<file path="src/rtl/bdpc_pkg.sv">
// ----------------------------------------------------------------------------
// bdpc_pkg
// Shared types, register map and codes of the button debounce and press
// classifier.
// ----------------------------------------------------------------------------
package bdpc_pkg;

  // Switch count and raw pin field width
  localparam int NUM_SWITCHES_DEF = 3;
  localparam int PIN_W            = 3;
  localparam int CNT_W            = 8;
  localparam int PAT_W            = 8;

  // Register map (byte addresses 4*i)
  localparam int          ADDR_W       = 4;
  localparam logic [1:0]  REG_DEBOUNCE = 2'd0;
  localparam logic [1:0]  REG_SETTLE   = 2'd1;
  localparam logic [1:0]  REG_REPEAT   = 2'd2;

  // Register reset values
  localparam logic [CNT_W-1:0] DEBOUNCE_RST = 8'd5;
  localparam logic [CNT_W-1:0] SETTLE_RST   = 8'd10;
  localparam logic [CNT_W-1:0] REPEAT_RST   = 8'd20;

  // Event kinds
  localparam logic [1:0] EV_NONE    = 2'd0;
  localparam logic [1:0] EV_CHANGE  = 2'd1;
  localparam logic [1:0] EV_REPEAT  = 2'd2;
  localparam logic [1:0] EV_RELEASE = 2'd3;

  // Action codes
  localparam logic [1:0] ACT_NONE  = 2'd0;
  localparam logic [1:0] ACT_ONOFF = 2'd1;
  localparam logic [1:0] ACT_PLUS  = 2'd2;
  localparam logic [1:0] ACT_MINUS = 2'd3;

  // Patterns of interest (active low)
  localparam logic [PAT_W-1:0] PAT_ALL_UP  = 8'hff;
  localparam logic [PAT_W-1:0] PAT_SW0     = 8'hfe;
  localparam logic [PAT_W-1:0] PAT_SW1     = 8'hfd;
  localparam logic [PAT_W-1:0] PAT_SW2     = 8'hfb;
  localparam logic [CNT_W-1:0] HOLD_MAX    = 8'd255;

  typedef struct packed {
    logic [1:0]       event_kind;
    logic [PAT_W-1:0] event_pattern;
    logic [CNT_W-1:0] hold_time;
    logic [PAT_W-1:0] new_press_mask;
    logic [1:0]       action;
    logic             still_held;
  } result_t;

endpackage

</file>
<file path="src/rtl/bdpc_debounce.sv">
// ----------------------------------------------------------------------------
// bdpc_debounce
// Run-length debouncer for one switch; gives the debounced state that
// follows the current sample.
// ----------------------------------------------------------------------------
module bdpc_debounce (
  input  logic                       clk,
  input  logic                       rst,
  input  logic                       en,
  input  logic                       raw_pressed,
  input  logic [bdpc_pkg::CNT_W-1:0] debounce_limit,
  output logic                       pressed_next
);
  import bdpc_pkg::*;

  logic [CNT_W-1:0] press_run;
  logic [CNT_W-1:0] release_run;
  logic             pressed;
  logic [CNT_W-1:0] press_run_next;
  logic [CNT_W-1:0] release_run_next;

  // Count the current run; flip state once it passes the limit
  always_comb begin
    press_run_next   = press_run;
    release_run_next = release_run;
    pressed_next     = pressed;
    if (raw_pressed) begin
      release_run_next = '0;
      if (press_run >= debounce_limit) begin
        pressed_next = 1'b1;
      end else begin
        press_run_next = press_run + CNT_W'(1);
      end
    end else begin
      press_run_next = '0;
      if (release_run >= debounce_limit) begin
        pressed_next = 1'b0;
      end else begin
        release_run_next = release_run + CNT_W'(1);
      end
    end
  end

  always_ff @(posedge clk) begin
    if (rst) begin
      press_run   <= '0;
      release_run <= '0;
      pressed     <= 1'b0;
    end else if (en) begin
      press_run   <= press_run_next;
      release_run <= release_run_next;
      pressed     <= pressed_next;
    end
  end

endmodule

</file>
<file path="src/rtl/bdpc_classify.sv">
// ----------------------------------------------------------------------------
// bdpc_classify
// Pattern tracker: settle, hold repeat and release events, plus action
// mapping for a single pressed switch.
// ----------------------------------------------------------------------------
module bdpc_classify (
  input  logic                       clk,
  input  logic                       rst,
  input  logic                       en,
  input  logic [bdpc_pkg::PAT_W-1:0] pattern,
  input  logic [bdpc_pkg::CNT_W-1:0] settle_ticks,
  input  logic [bdpc_pkg::CNT_W-1:0] repeat_ticks,
  output bdpc_pkg::result_t          res
);
  import bdpc_pkg::*;

  logic [PAT_W-1:0] previous_pattern, previous_pattern_next;
  logic [CNT_W-1:0] stable_count, stable_count_next;
  logic [CNT_W-1:0] hold_count, hold_count_next;
  logic [PAT_W-1:0] settled_pattern, settled_pattern_next;
  logic [PAT_W-1:0] pressed_delta, pressed_delta_next;
  logic [PAT_W-1:0] last_event_mask, last_event_mask_next;
  logic [CNT_W-1:0] stable_inc;
  logic [CNT_W-1:0] hold_inc;

  assign stable_inc = stable_count + CNT_W'(1);
  assign hold_inc   = hold_count + CNT_W'(1);

  // Advance the pattern state and build the event of this tick
  always_comb begin
    previous_pattern_next = previous_pattern;
    stable_count_next     = stable_count;
    hold_count_next       = hold_count;
    settled_pattern_next  = settled_pattern;
    pressed_delta_next    = pressed_delta;
    last_event_mask_next  = last_event_mask;
    res                   = '0;

    if (pattern == previous_pattern) begin
      stable_count_next = stable_inc;
      if (settled_pattern != pattern) begin
        if (stable_inc == settle_ticks) begin
          stable_count_next    = '0;
          hold_count_next      = '0;
          settled_pattern_next = pattern;
          // newly pressed: released in the old pattern, pressed in the new one
          pressed_delta_next   = (pattern ^ settled_pattern) & settled_pattern;
          last_event_mask_next = pressed_delta_next;
          res.event_kind       = EV_CHANGE;
          res.event_pattern    = pattern;
        end
      end else if (stable_inc == repeat_ticks) begin
        stable_count_next = '0;
        if (hold_count != HOLD_MAX) begin
          hold_count_next      = hold_inc;
          last_event_mask_next = pressed_delta;
          res.event_kind       = EV_REPEAT;
          res.event_pattern    = settled_pattern;
          res.hold_time        = hold_inc;
        end
      end
    end else begin
      if (pattern == PAT_ALL_UP) begin
        if (settled_pattern != '0) begin
          last_event_mask_next = pressed_delta;
          res.event_kind       = EV_RELEASE;
          res.event_pattern    = settled_pattern;
          res.hold_time        = hold_count;
        end
        settled_pattern_next = '0;
        pressed_delta_next   = '0;
      end
      stable_count_next     = '0;
      hold_count_next       = '0;
      previous_pattern_next = pattern;
    end

    res.new_press_mask = last_event_mask_next;
    res.still_held     = (res.event_kind == EV_CHANGE) || (res.event_kind == EV_REPEAT);
    res.action         = ACT_NONE;
    if ((res.event_kind != EV_NONE) && (last_event_mask_next != '0)) begin
      priority if (res.event_pattern == PAT_SW0) begin
        res.action = ACT_ONOFF;
      end else if (res.event_pattern == PAT_SW1) begin
        res.action = ACT_PLUS;
      end else if (res.event_pattern == PAT_SW2) begin
        res.action = ACT_MINUS;
      end else begin
        res.action = ACT_NONE;
      end
    end
  end

  always_ff @(posedge clk) begin
    if (rst) begin
      previous_pattern <= '0;
      stable_count     <= '0;
      hold_count       <= '0;
      settled_pattern  <= '0;
      pressed_delta    <= '0;
      last_event_mask  <= '0;
    end else if (en) begin
      previous_pattern <= previous_pattern_next;
      stable_count     <= stable_count_next;
      hold_count       <= hold_count_next;
      settled_pattern  <= settled_pattern_next;
      pressed_delta    <= pressed_delta_next;
      last_event_mask  <= last_event_mask_next;
    end
  end

endmodule

</file>
<file path="src/rtl/button_debounce_press_classifier_core.sv">
// ----------------------------------------------------------------------------
// button_debounce_press_classifier_core
// Debounces raw active-low switch pins per sampling tick and classifies the
// settled pattern into change, hold repeat and release events.
// ----------------------------------------------------------------------------
// Each input transaction is one sampling tick and yields exactly one output
// transaction (event_kind none when nothing happened). A tick passes through
// the per-switch debouncers and the pattern classifier in the cycle it is
// accepted, and its result is held in the output register.
// A new tick is accepted every cycle while the output register is empty or
// being drained, so the sustained rate is one tick per clock. Write the
// registers only while no tick is in flight.
module button_debounce_press_classifier_core #(
  parameter int NUM_SWITCHES = bdpc_pkg::NUM_SWITCHES_DEF
) (
  input  logic                        clk,
  input  logic                        rst,
  // tick input
  input  logic                        s_tvalid,
  output logic                        s_tready,
  input  logic [7:0]                  s_tdata,   // [2:0] pin_levels
  // event output
  output logic                        m_tvalid,
  input  logic                        m_tready,
  output logic [31:0]                 m_tdata,   // [7:0] event_pattern, [15:8] hold_time,
                                                 // [23:16] new_press_mask, [25:24] action,
                                                 // [26] still_held
  output logic [1:0]                  m_tuser,   // [1:0] event_kind
  // configuration
  input  logic                        psel,
  input  logic                        penable,
  input  logic                        pwrite,
  input  logic [bdpc_pkg::ADDR_W-1:0] paddr,
  input  logic [31:0]                 pwdata,
  output logic [31:0]                 prdata,
  output logic                        pready
);
  import bdpc_pkg::*;

  logic [CNT_W-1:0]        debounce_limit;
  logic [CNT_W-1:0]        settle_ticks;
  logic [CNT_W-1:0]        repeat_ticks;
  logic                    cfg_wr;
  logic [1:0]              reg_sel;
  logic                    accept;
  logic [PIN_W-1:0]        pin_levels;
  logic [NUM_SWITCHES-1:0] pressed_vec;
  logic [PAT_W-1:0]        pattern;
  result_t                 res;
  result_t                 out_res;

  // Configuration registers
  assign pready  = 1'b1;
  assign cfg_wr  = psel && penable && pwrite && pready;
  assign reg_sel = paddr[3:2];

  always_ff @(posedge clk) begin
    if (rst) begin
      debounce_limit <= DEBOUNCE_RST;
      settle_ticks   <= SETTLE_RST;
      repeat_ticks   <= REPEAT_RST;
    end else if (cfg_wr) begin
      unique case (reg_sel)
        REG_DEBOUNCE: debounce_limit <= pwdata[CNT_W-1:0];
        REG_SETTLE:   settle_ticks   <= pwdata[CNT_W-1:0];
        REG_REPEAT:   repeat_ticks   <= pwdata[CNT_W-1:0];
        default: ;
      endcase
    end
  end

  always_comb begin
    prdata = '0;
    unique case (reg_sel)
      REG_DEBOUNCE: prdata[CNT_W-1:0] = debounce_limit;
      REG_SETTLE:   prdata[CNT_W-1:0] = settle_ticks;
      REG_REPEAT:   prdata[CNT_W-1:0] = repeat_ticks;
      default:      prdata = '0;
    endcase
  end

  // Accept a tick whenever the output register is free or draining
  assign s_tready   = !m_tvalid || m_tready;
  assign accept     = s_tvalid && s_tready;
  assign pin_levels = s_tdata[PIN_W-1:0];

  // One debouncer per switch; switches past the pin field read pressed
  for (genvar i = 0; i < NUM_SWITCHES; i++) begin : g_sw
    logic raw_pressed;
    if (i < PIN_W) begin : g_pin
      assign raw_pressed = !pin_levels[i];
    end else begin : g_tied
      assign raw_pressed = 1'b1;
    end
    bdpc_debounce u_debounce (
      .clk            (clk),
      .rst            (rst),
      .en             (accept),
      .raw_pressed    (raw_pressed),
      .debounce_limit (debounce_limit),
      .pressed_next   (pressed_vec[i])
    );
  end

  // Build the active-low pattern; unused bits read released
  always_comb begin
    pattern = PAT_ALL_UP;
    for (int k = 0; k < NUM_SWITCHES; k++) begin
      pattern[k] = !pressed_vec[k];
    end
  end

  bdpc_classify u_classify (
    .clk          (clk),
    .rst          (rst),
    .en           (accept),
    .pattern      (pattern),
    .settle_ticks (settle_ticks),
    .repeat_ticks (repeat_ticks),
    .res          (res)
  );

  // Output register
  always_ff @(posedge clk) begin
    if (rst) begin
      m_tvalid <= 1'b0;
    end else if (accept) begin
      m_tvalid <= 1'b1;
    end else if (m_tready) begin
      m_tvalid <= 1'b0;
    end
  end

  always_ff @(posedge clk) begin
    if (accept) begin
      out_res <= res;
    end
  end

  assign m_tuser = out_res.event_kind;
  assign m_tdata = {5'd0, out_res.still_held, out_res.action, out_res.new_press_mask,
                    out_res.hold_time, out_res.event_pattern};

`ifndef SYNTHESIS
  // An accepted tick always leaves a result waiting
  a_accept_fills : assert property (@(posedge clk) disable iff (rst)
    accept |=> m_tvalid)
    else $error("accepted tick produced no result");

  // A stalled result is not overwritten
  a_stall_holds : assert property (@(posedge clk) disable iff (rst)
    (m_tvalid && !m_tready) |=> ($stable(m_tdata) && $stable(m_tuser)))
    else $error("stalled result changed");

  // still_held only for change and repeat events
  a_still_held : assert property (@(posedge clk) disable iff (rst)
    (m_tvalid && m_tdata[26]) |-> (m_tuser == EV_CHANGE || m_tuser == EV_REPEAT))
    else $error("still_held on wrong event kind");

  // No event carries no pattern and no action
  a_none_empty : assert property (@(posedge clk) disable iff (rst)
    (m_tvalid && m_tuser == EV_NONE) |-> (m_tdata[7:0] == '0 && m_tdata[25:24] == ACT_NONE))
    else $error("empty event carries payload");
`endif

endmodule
</file>
<file path="config.mk">
export PLATFORM = sky130hd
export DESIGN_NAME = button_debounce_press_classifier_core
export DESIGN_NICKNAME = d
export VERILOG_FILES = /design/src/rtl/bdpc_pkg.sv /design/src/rtl/bdpc_debounce.sv /design/src/rtl/bdpc_classify.sv /design/src/rtl/button_debounce_press_classifier_core.sv
export SDC_FILE = /design/constraint.sdc
export NUM_CORES = 1
export LEC_CHECK = 0
export BUFFER_PORTS_ARGS = -buffer_cell sky130_fd_sc_hd__buf_2
export CORE_ASPECT_RATIO = 0.7
export CORE_MARGIN = 1.5
export CORE_UTILIZATION = 40
export DETAILED_ROUTE_END_ITERATION = 10
export PLACE_DENSITY = 0.68
export RECOVER_POWER = 100
export SYNTH_ARGS = -nofsm -noshare
export SYNTH_HDL_FRONTEND = slang
export SYNTH_SLANG_ARGS = --single-unit
</file>
<file path="constraint.sdc">
create_clock -name clk -period 6.2 [get_ports clk]
set_clock_uncertainty 0.2 [all_clocks]
set_input_delay 1.86 -clock clk [delete_from_list [all_inputs] [get_ports clk]]
set_output_delay 1.86 -clock clk [all_outputs]
set_load 0.05 [all_outputs]
</file>
; ---- Word level (Yosys, flattened, before mapping)
; Index checks and enable logic that the tools add are counted.
[totals]
reg_bits = 149
input_bits = 51
out_inout_bits = 69
elab_cells = 155
[op_classes]
add_sub_neg = 8
magnitude_cmp = 6
n_eq_ne = 24
n_mux = 58
bitwise_logic = 4
n_reduce_logical = 29
[op_table]
columns = cell, n
row1 = $mux 8, 36
row2 = $mux 18, 5
row3 = $add 8x1->8 const B, 8
row4 = $ge 8x8->1, 6
row5 = $eq 8x8->1, 3
row6 = $eq 8x8->1 const B, 3
row7 = $pmux 8 s3, 1
row8 = $reduce_and 2->1, 10
row9 = $ne 2x2->1 const B, 8
row10 = $reduce_bool 8->1, 2
row11 = $mux 1, 12
row12 = $mux 10, 1
row13 = $mux 9, 1
row14 = $ne 3x3->1 const B, 3
row15 = $and 8x8->8, 1
row16 = $ne 8x8->1, 1
row17 = $ne 8x8->1 const B, 1
row18 = $reduce_and 4->1, 2
row19 = $xor 8x8->8, 1
row20 = $reduce_bool 2->1, 3
row21 = $eq 2x1->1 const B, 2
row22 = $eq 2x2->1 const B, 2
row23 = $logic_and 1x1->1, 4
row24 = $logic_not 1->1, 4
row25 = 6 further kinds, 9

; ---- Depth between registers and ports, before layout
[logic_depth]
depth_word = 13
depth_mapped = 18
depth_no_buf = 17

; ---- By module
; From an unflattened synthesis, not the netlist that was laid out.
[unflattened]
cells_unflattened = 1208
hier_area_um2 = 10319.9
[modules_own_cells]
columns = module, instances, cells_per_inst, area_per_inst_um2, seq_area_each_um2
row1 = bdpc_classify, 1, 467, 3631.0, 960.9
row2 = bdpc_debounce at g_sw[0].u_debounce ..., 2, 183, 1426.4, 340.3
row3 = button_debounce_press_classifier_core, 1, 196, 2358.5, 1371.3
row4 = bdpc_debounce at g_sw[2].u_debounce, 1, 179, 1477.7, 340.3

; ---- Worst setup path after synthesis
; Ideal clock, no wire load.
[synth_path]
path_kind = input-to-output
start = input paddr[2] (netlist bit)
end = output prdata[0]
t_arrival_ps = 3482
t_required_ps = 4140
setup_slack_ps = 658
cell_stages = 3
path_buffers = 1
path_cell_list = buf_1 > mux2i_1 > o21ai_0
[synth_between]
elab_chain_cells = 2
elab_cells_between_ends = 4
cone_classes = eq/ne (2) / mux (1) / reduce/logical (1)
[synth_rtl]
columns = element, line_no
row1 = "start, declared", button_debounce_press_classifier_core.sv:33  ; input logic [bdpc_pkg::ADDR_W-1:0] paddr,
row2 = "$eq 2x2->1, or another cell as far along", button_debounce_press_classifier_core.sv:74  ; unique case (reg_sel)
row3 = $pmux 8 s3 (*), button_debounce_press_classifier_core.sv:74
row4 = "end, declared", button_debounce_press_classifier_core.sv:35  ; output logic [31:0] prdata,
; Mark *: on every way between the ends. The rest lies on a longest branch, timed or not.

==> metrics.md <==
| Metric | Value |
|---|---|
| Outcome | finished, violations left |
| Failing checks | capacitance limit, slew limit |
| Setup Fix Bufs, Post-CTS | 0 |
| Clock Sinks | 136 |
| Sequential share of the synthesized area | 37.2% |
| Distinct cells, synth | 72 |
| Vias | 6470 |
| Max Root-Sink Buffers | 2 |
| Area of the mapped netlist | 8000 sq um |
| Slew Limit Fails | 44 |
| Setup TNS | 0 ns |
| Fin crit share | 90.4% |
| Initial DRT Pass Iterations | 5 |
| PostCTS Resize Cnt | 0 |
| DR vias/cell | 5.28 |
| Die Footprint | 20900 sq um |
| Core ar. | 19700 sq um |
| Final worst slack | 0.597 ns |
| H-tree levels | 4 |
| Unrepaired setup endpoints after global routing | no |
| Crit path DAT | 5.57 ns |
| Hold Fails Final Rpt | 0 |
| Layout filler cell count | 1975 |
| HP Start | u_classify.last_event_mask[7]$_SDFFE_PP0P_ |
| Post-route DRC | 0 |
| Area Overhead vs Synth | 11.6% |
| CTS tree | done |
| Post-DRT Antenna Nets | 0 |
| Total GRT Usage | 18.4% |
| Post-synthesis average cell area | 8.99 sq um |
| GP Congestion | 0.867 |
| ANT cells | 0 |
| Syn. warnings | 0 |
| Main synth FF type | dfxtp_1 |
| Horiz. Die Dim | 172 microns |
| Vias in the first global route | 5916 |
| CTS buffer count | 17 |
| Initial core utilization | 40.6% |
| Clk pin slew, worst setup/hold paths | 0.06 ns |
| Layout cell share with drive strength beyond 1 | 7.23% |
| CP endpoint kind | register |
| CP Launch Point | s_tdata[2] |
| Total grt overflow | 0 |
| Critical Setup Path Class | in2reg |
| Ports | 120 |
| Hold Crit Class | reg2reg |
| Worst-path fanout max | 12 |
| Yosys reg bits | 136 |
| Post-synth top cells | dfxtp_1 (111), nor2_1 (111), nand2_1 (64), ha_1 (60), a21oi_1 (49) |
| Final setup violation count | 0 |
| Maxcap violations | 1 |
| Fin nets | 1053 |
| Core Rows | 43 |
| Post-synth top area share | 27.8% |
| WL/cell | 14.8 microns |
| Clock Tree Root | clkbuf_16 |
| Post-synth EDFFs | 25 |
| Pre-CTS setup slack | 0.487 ns |
| CTS Hold Bufs | 0 |
| Crit-path max cell delay | 0.84 ns |
| CP startpoint kind | primary input |
| Clock Latency Late Sink | 0.43 ns |
| CP cell instances | buf_2, inv_1, o311ai_0, clkbuf_1, nor4b_1, a221oi_1, nand2_1, mux2_1, a2111oi_4, nor3_1 |
| Final min period | 5.60 ns |
| Reg-to-Reg Start | debounce_limit[0]$_SDFFE_PP1P_ |
| Slew @ Worst Pin | 2.02 ns |
| Total routed wirelength | 18.1 mm |
| Crit path required time | 6.17 ns |
| Power consumption | 2180 uW |
| P_leak | 0.00358 uW |
| Die H | 121 microns |
| Asr flop ratio synth | 0% |
| Maximum vdd drop | 133 uV |
| Post-layout util | 45.3% |
| Pin count of the biggest net entering global routing | 44 |
| Gate Count Post-Synth | 890 |
| Slew HR | -34.4% |
| DP HPWL | 13.0 mm |
| Fmax | 178 MHz |
| Initial DRC count | 511 |
| Leading area contributor after synthesis | dfxtp_1 |
| Global-route wire length before repair | 30.1 mm |
| Slowest CP cell | a221oi_1 |
| Pwr Density | 244 nW/um^2 |
| Initial antenna violation count | 0 |
| Port-buffer cells | 58 |
| Top post-synthesis cells by area | dfxtp_1 (28%), edfxtp_1 (9.4%), ha_1 (9.4%), nor2_1 (5.2%), xor2_1 (4.2%) |
-- stage by stage --
stage	hold WS, ns	instances	instance area, sq um
after global routing	0.300	1225	8930
after global placement	0.261	1193	8450
after CTS	0.280	1225	9050
final	0.278	1225	8930
after floorplan	0.245	918	8100
after detailed placement	0.265	1193	8450
-- placed cells by master (no fill, tap or decap), drive strengths merged, types with 6 or more instances in the layout --
master	netlist	layout
nand4	20	20
ha	60	60
nor3	15	15
and3	19	19
conb	2	30
edfxtp	25	25
inv	32	39
nand3	30	30
mux2i	32	32
xor2	38	38
nand2b	16	16
nor2	111	111
nor2b	10	10
o31ai	7	7
nand2	65	65
a21o	7	7
a211o	9	9
xnor2	19	19
dfxtp	111	111
o21a	12	12
a21oi	49	49
a2111oi	9	9
buf	48	21
clkbuf	18	68
and2	11	11
a311oi	6	6
o21ai	38	38
-- cells by family (layout without fill, tap and decap cells) --
| group | count (synthesis) | after routing | synth area share (%) |
|---|---|---|---|
| buf+inv | 98 | 135 | 6.30 |
| flops | 136 | 136 | 37.2 |
| fa+ha+maj | 60 | 60 | 9.39 |
| simple gates | 321 | 321 | 19.7 |
| other cells | 2 | 30 | 0.0939 |
| compound gates | 177 | 177 | 15.7 |
| xor+xnor | 59 | 59 | 6.80 |
| mux | 37 | 37 | 4.85 |
-- flip-flops by register name, summed over array words and instances, names as in the netlist --
| register | cells |
|---|---|
| u_classify.previous_pattern | 4 |
| u_classify.settled_pattern | 4 |
| m_tvalid | 1 |
| g_sw.u_debounce.press_run | 24 |
| m_tdata | 23 |
| g_sw.u_debounce.release_run | 24 |
| u_classify.last_event_mask | 8 |
| u_classify.stable_count | 8 |
| m_tuser | 2 |
| g_sw.u_debounce.pressed | 3 |
| u_classify.hold_count | 8 |
| settle_ticks | 8 |
| repeat_ticks | 8 |
| debounce_limit | 8 |
| u_classify.pressed_delta | 3 |
-- path summary, 6_finish.rpt --
check,endpoint,slack (ns),depth (start not counted)
worst min-delay path,u_classify.last_event_mask[7]$_SDFFE_PP0P_,0.28,1
worst max register to register,m_tdata[24]$_SDFFCE_PN0P_,0.75,16
worst min register to register,u_classify.last_event_mask[7]$_SDFFE_PP0P_,0.28,1
worst max-delay path,m_tdata[24]$_SDFFCE_PN0P_,0.60,10
-- power breakdown --
part / leakage [uW] / internal [uW] / switching (uW)
registers: 0.00115 / 916 / 11.0
clock network: 0.000291 / 614 / 423
logic: 0.00215 / 47.8 / 167
total: 0.00358 / 1580 / 600
-- critical path: cells and delay by family --
kind,cells,cell delay [ns]
AND/OR/NAND/NOR,3,0.80
AO/OA/AOI/OAI,3,1.73
multiplexers,1,0.55
buffers and inverters,3,0.61
-- metal layers --
metal | up-vias | GRT usage, % | part of all wire [%]
li1 | 3228 | - | -
met1 | 3055 | 28.1 | 54
met2 | 169 | 25.4 | 40
met3 | 18 | 3.52 | 4.8
met4 | 0 | 5.92 | 1.3
met5 | - | 0 | 0
-- layout make-up --
class	count	area [sq um]	share of cell area [%]
clock buffers	18	439	4.92
multi-input cells	684	4600	51.5
well taps	270	338	3.78
clock inverters	14	161	1.81
inverters	32	120	1.35
flip-flops and latches	136	2970	33.3
repair buffers	71	302	3.38
(Power assumes the default switching activity.)
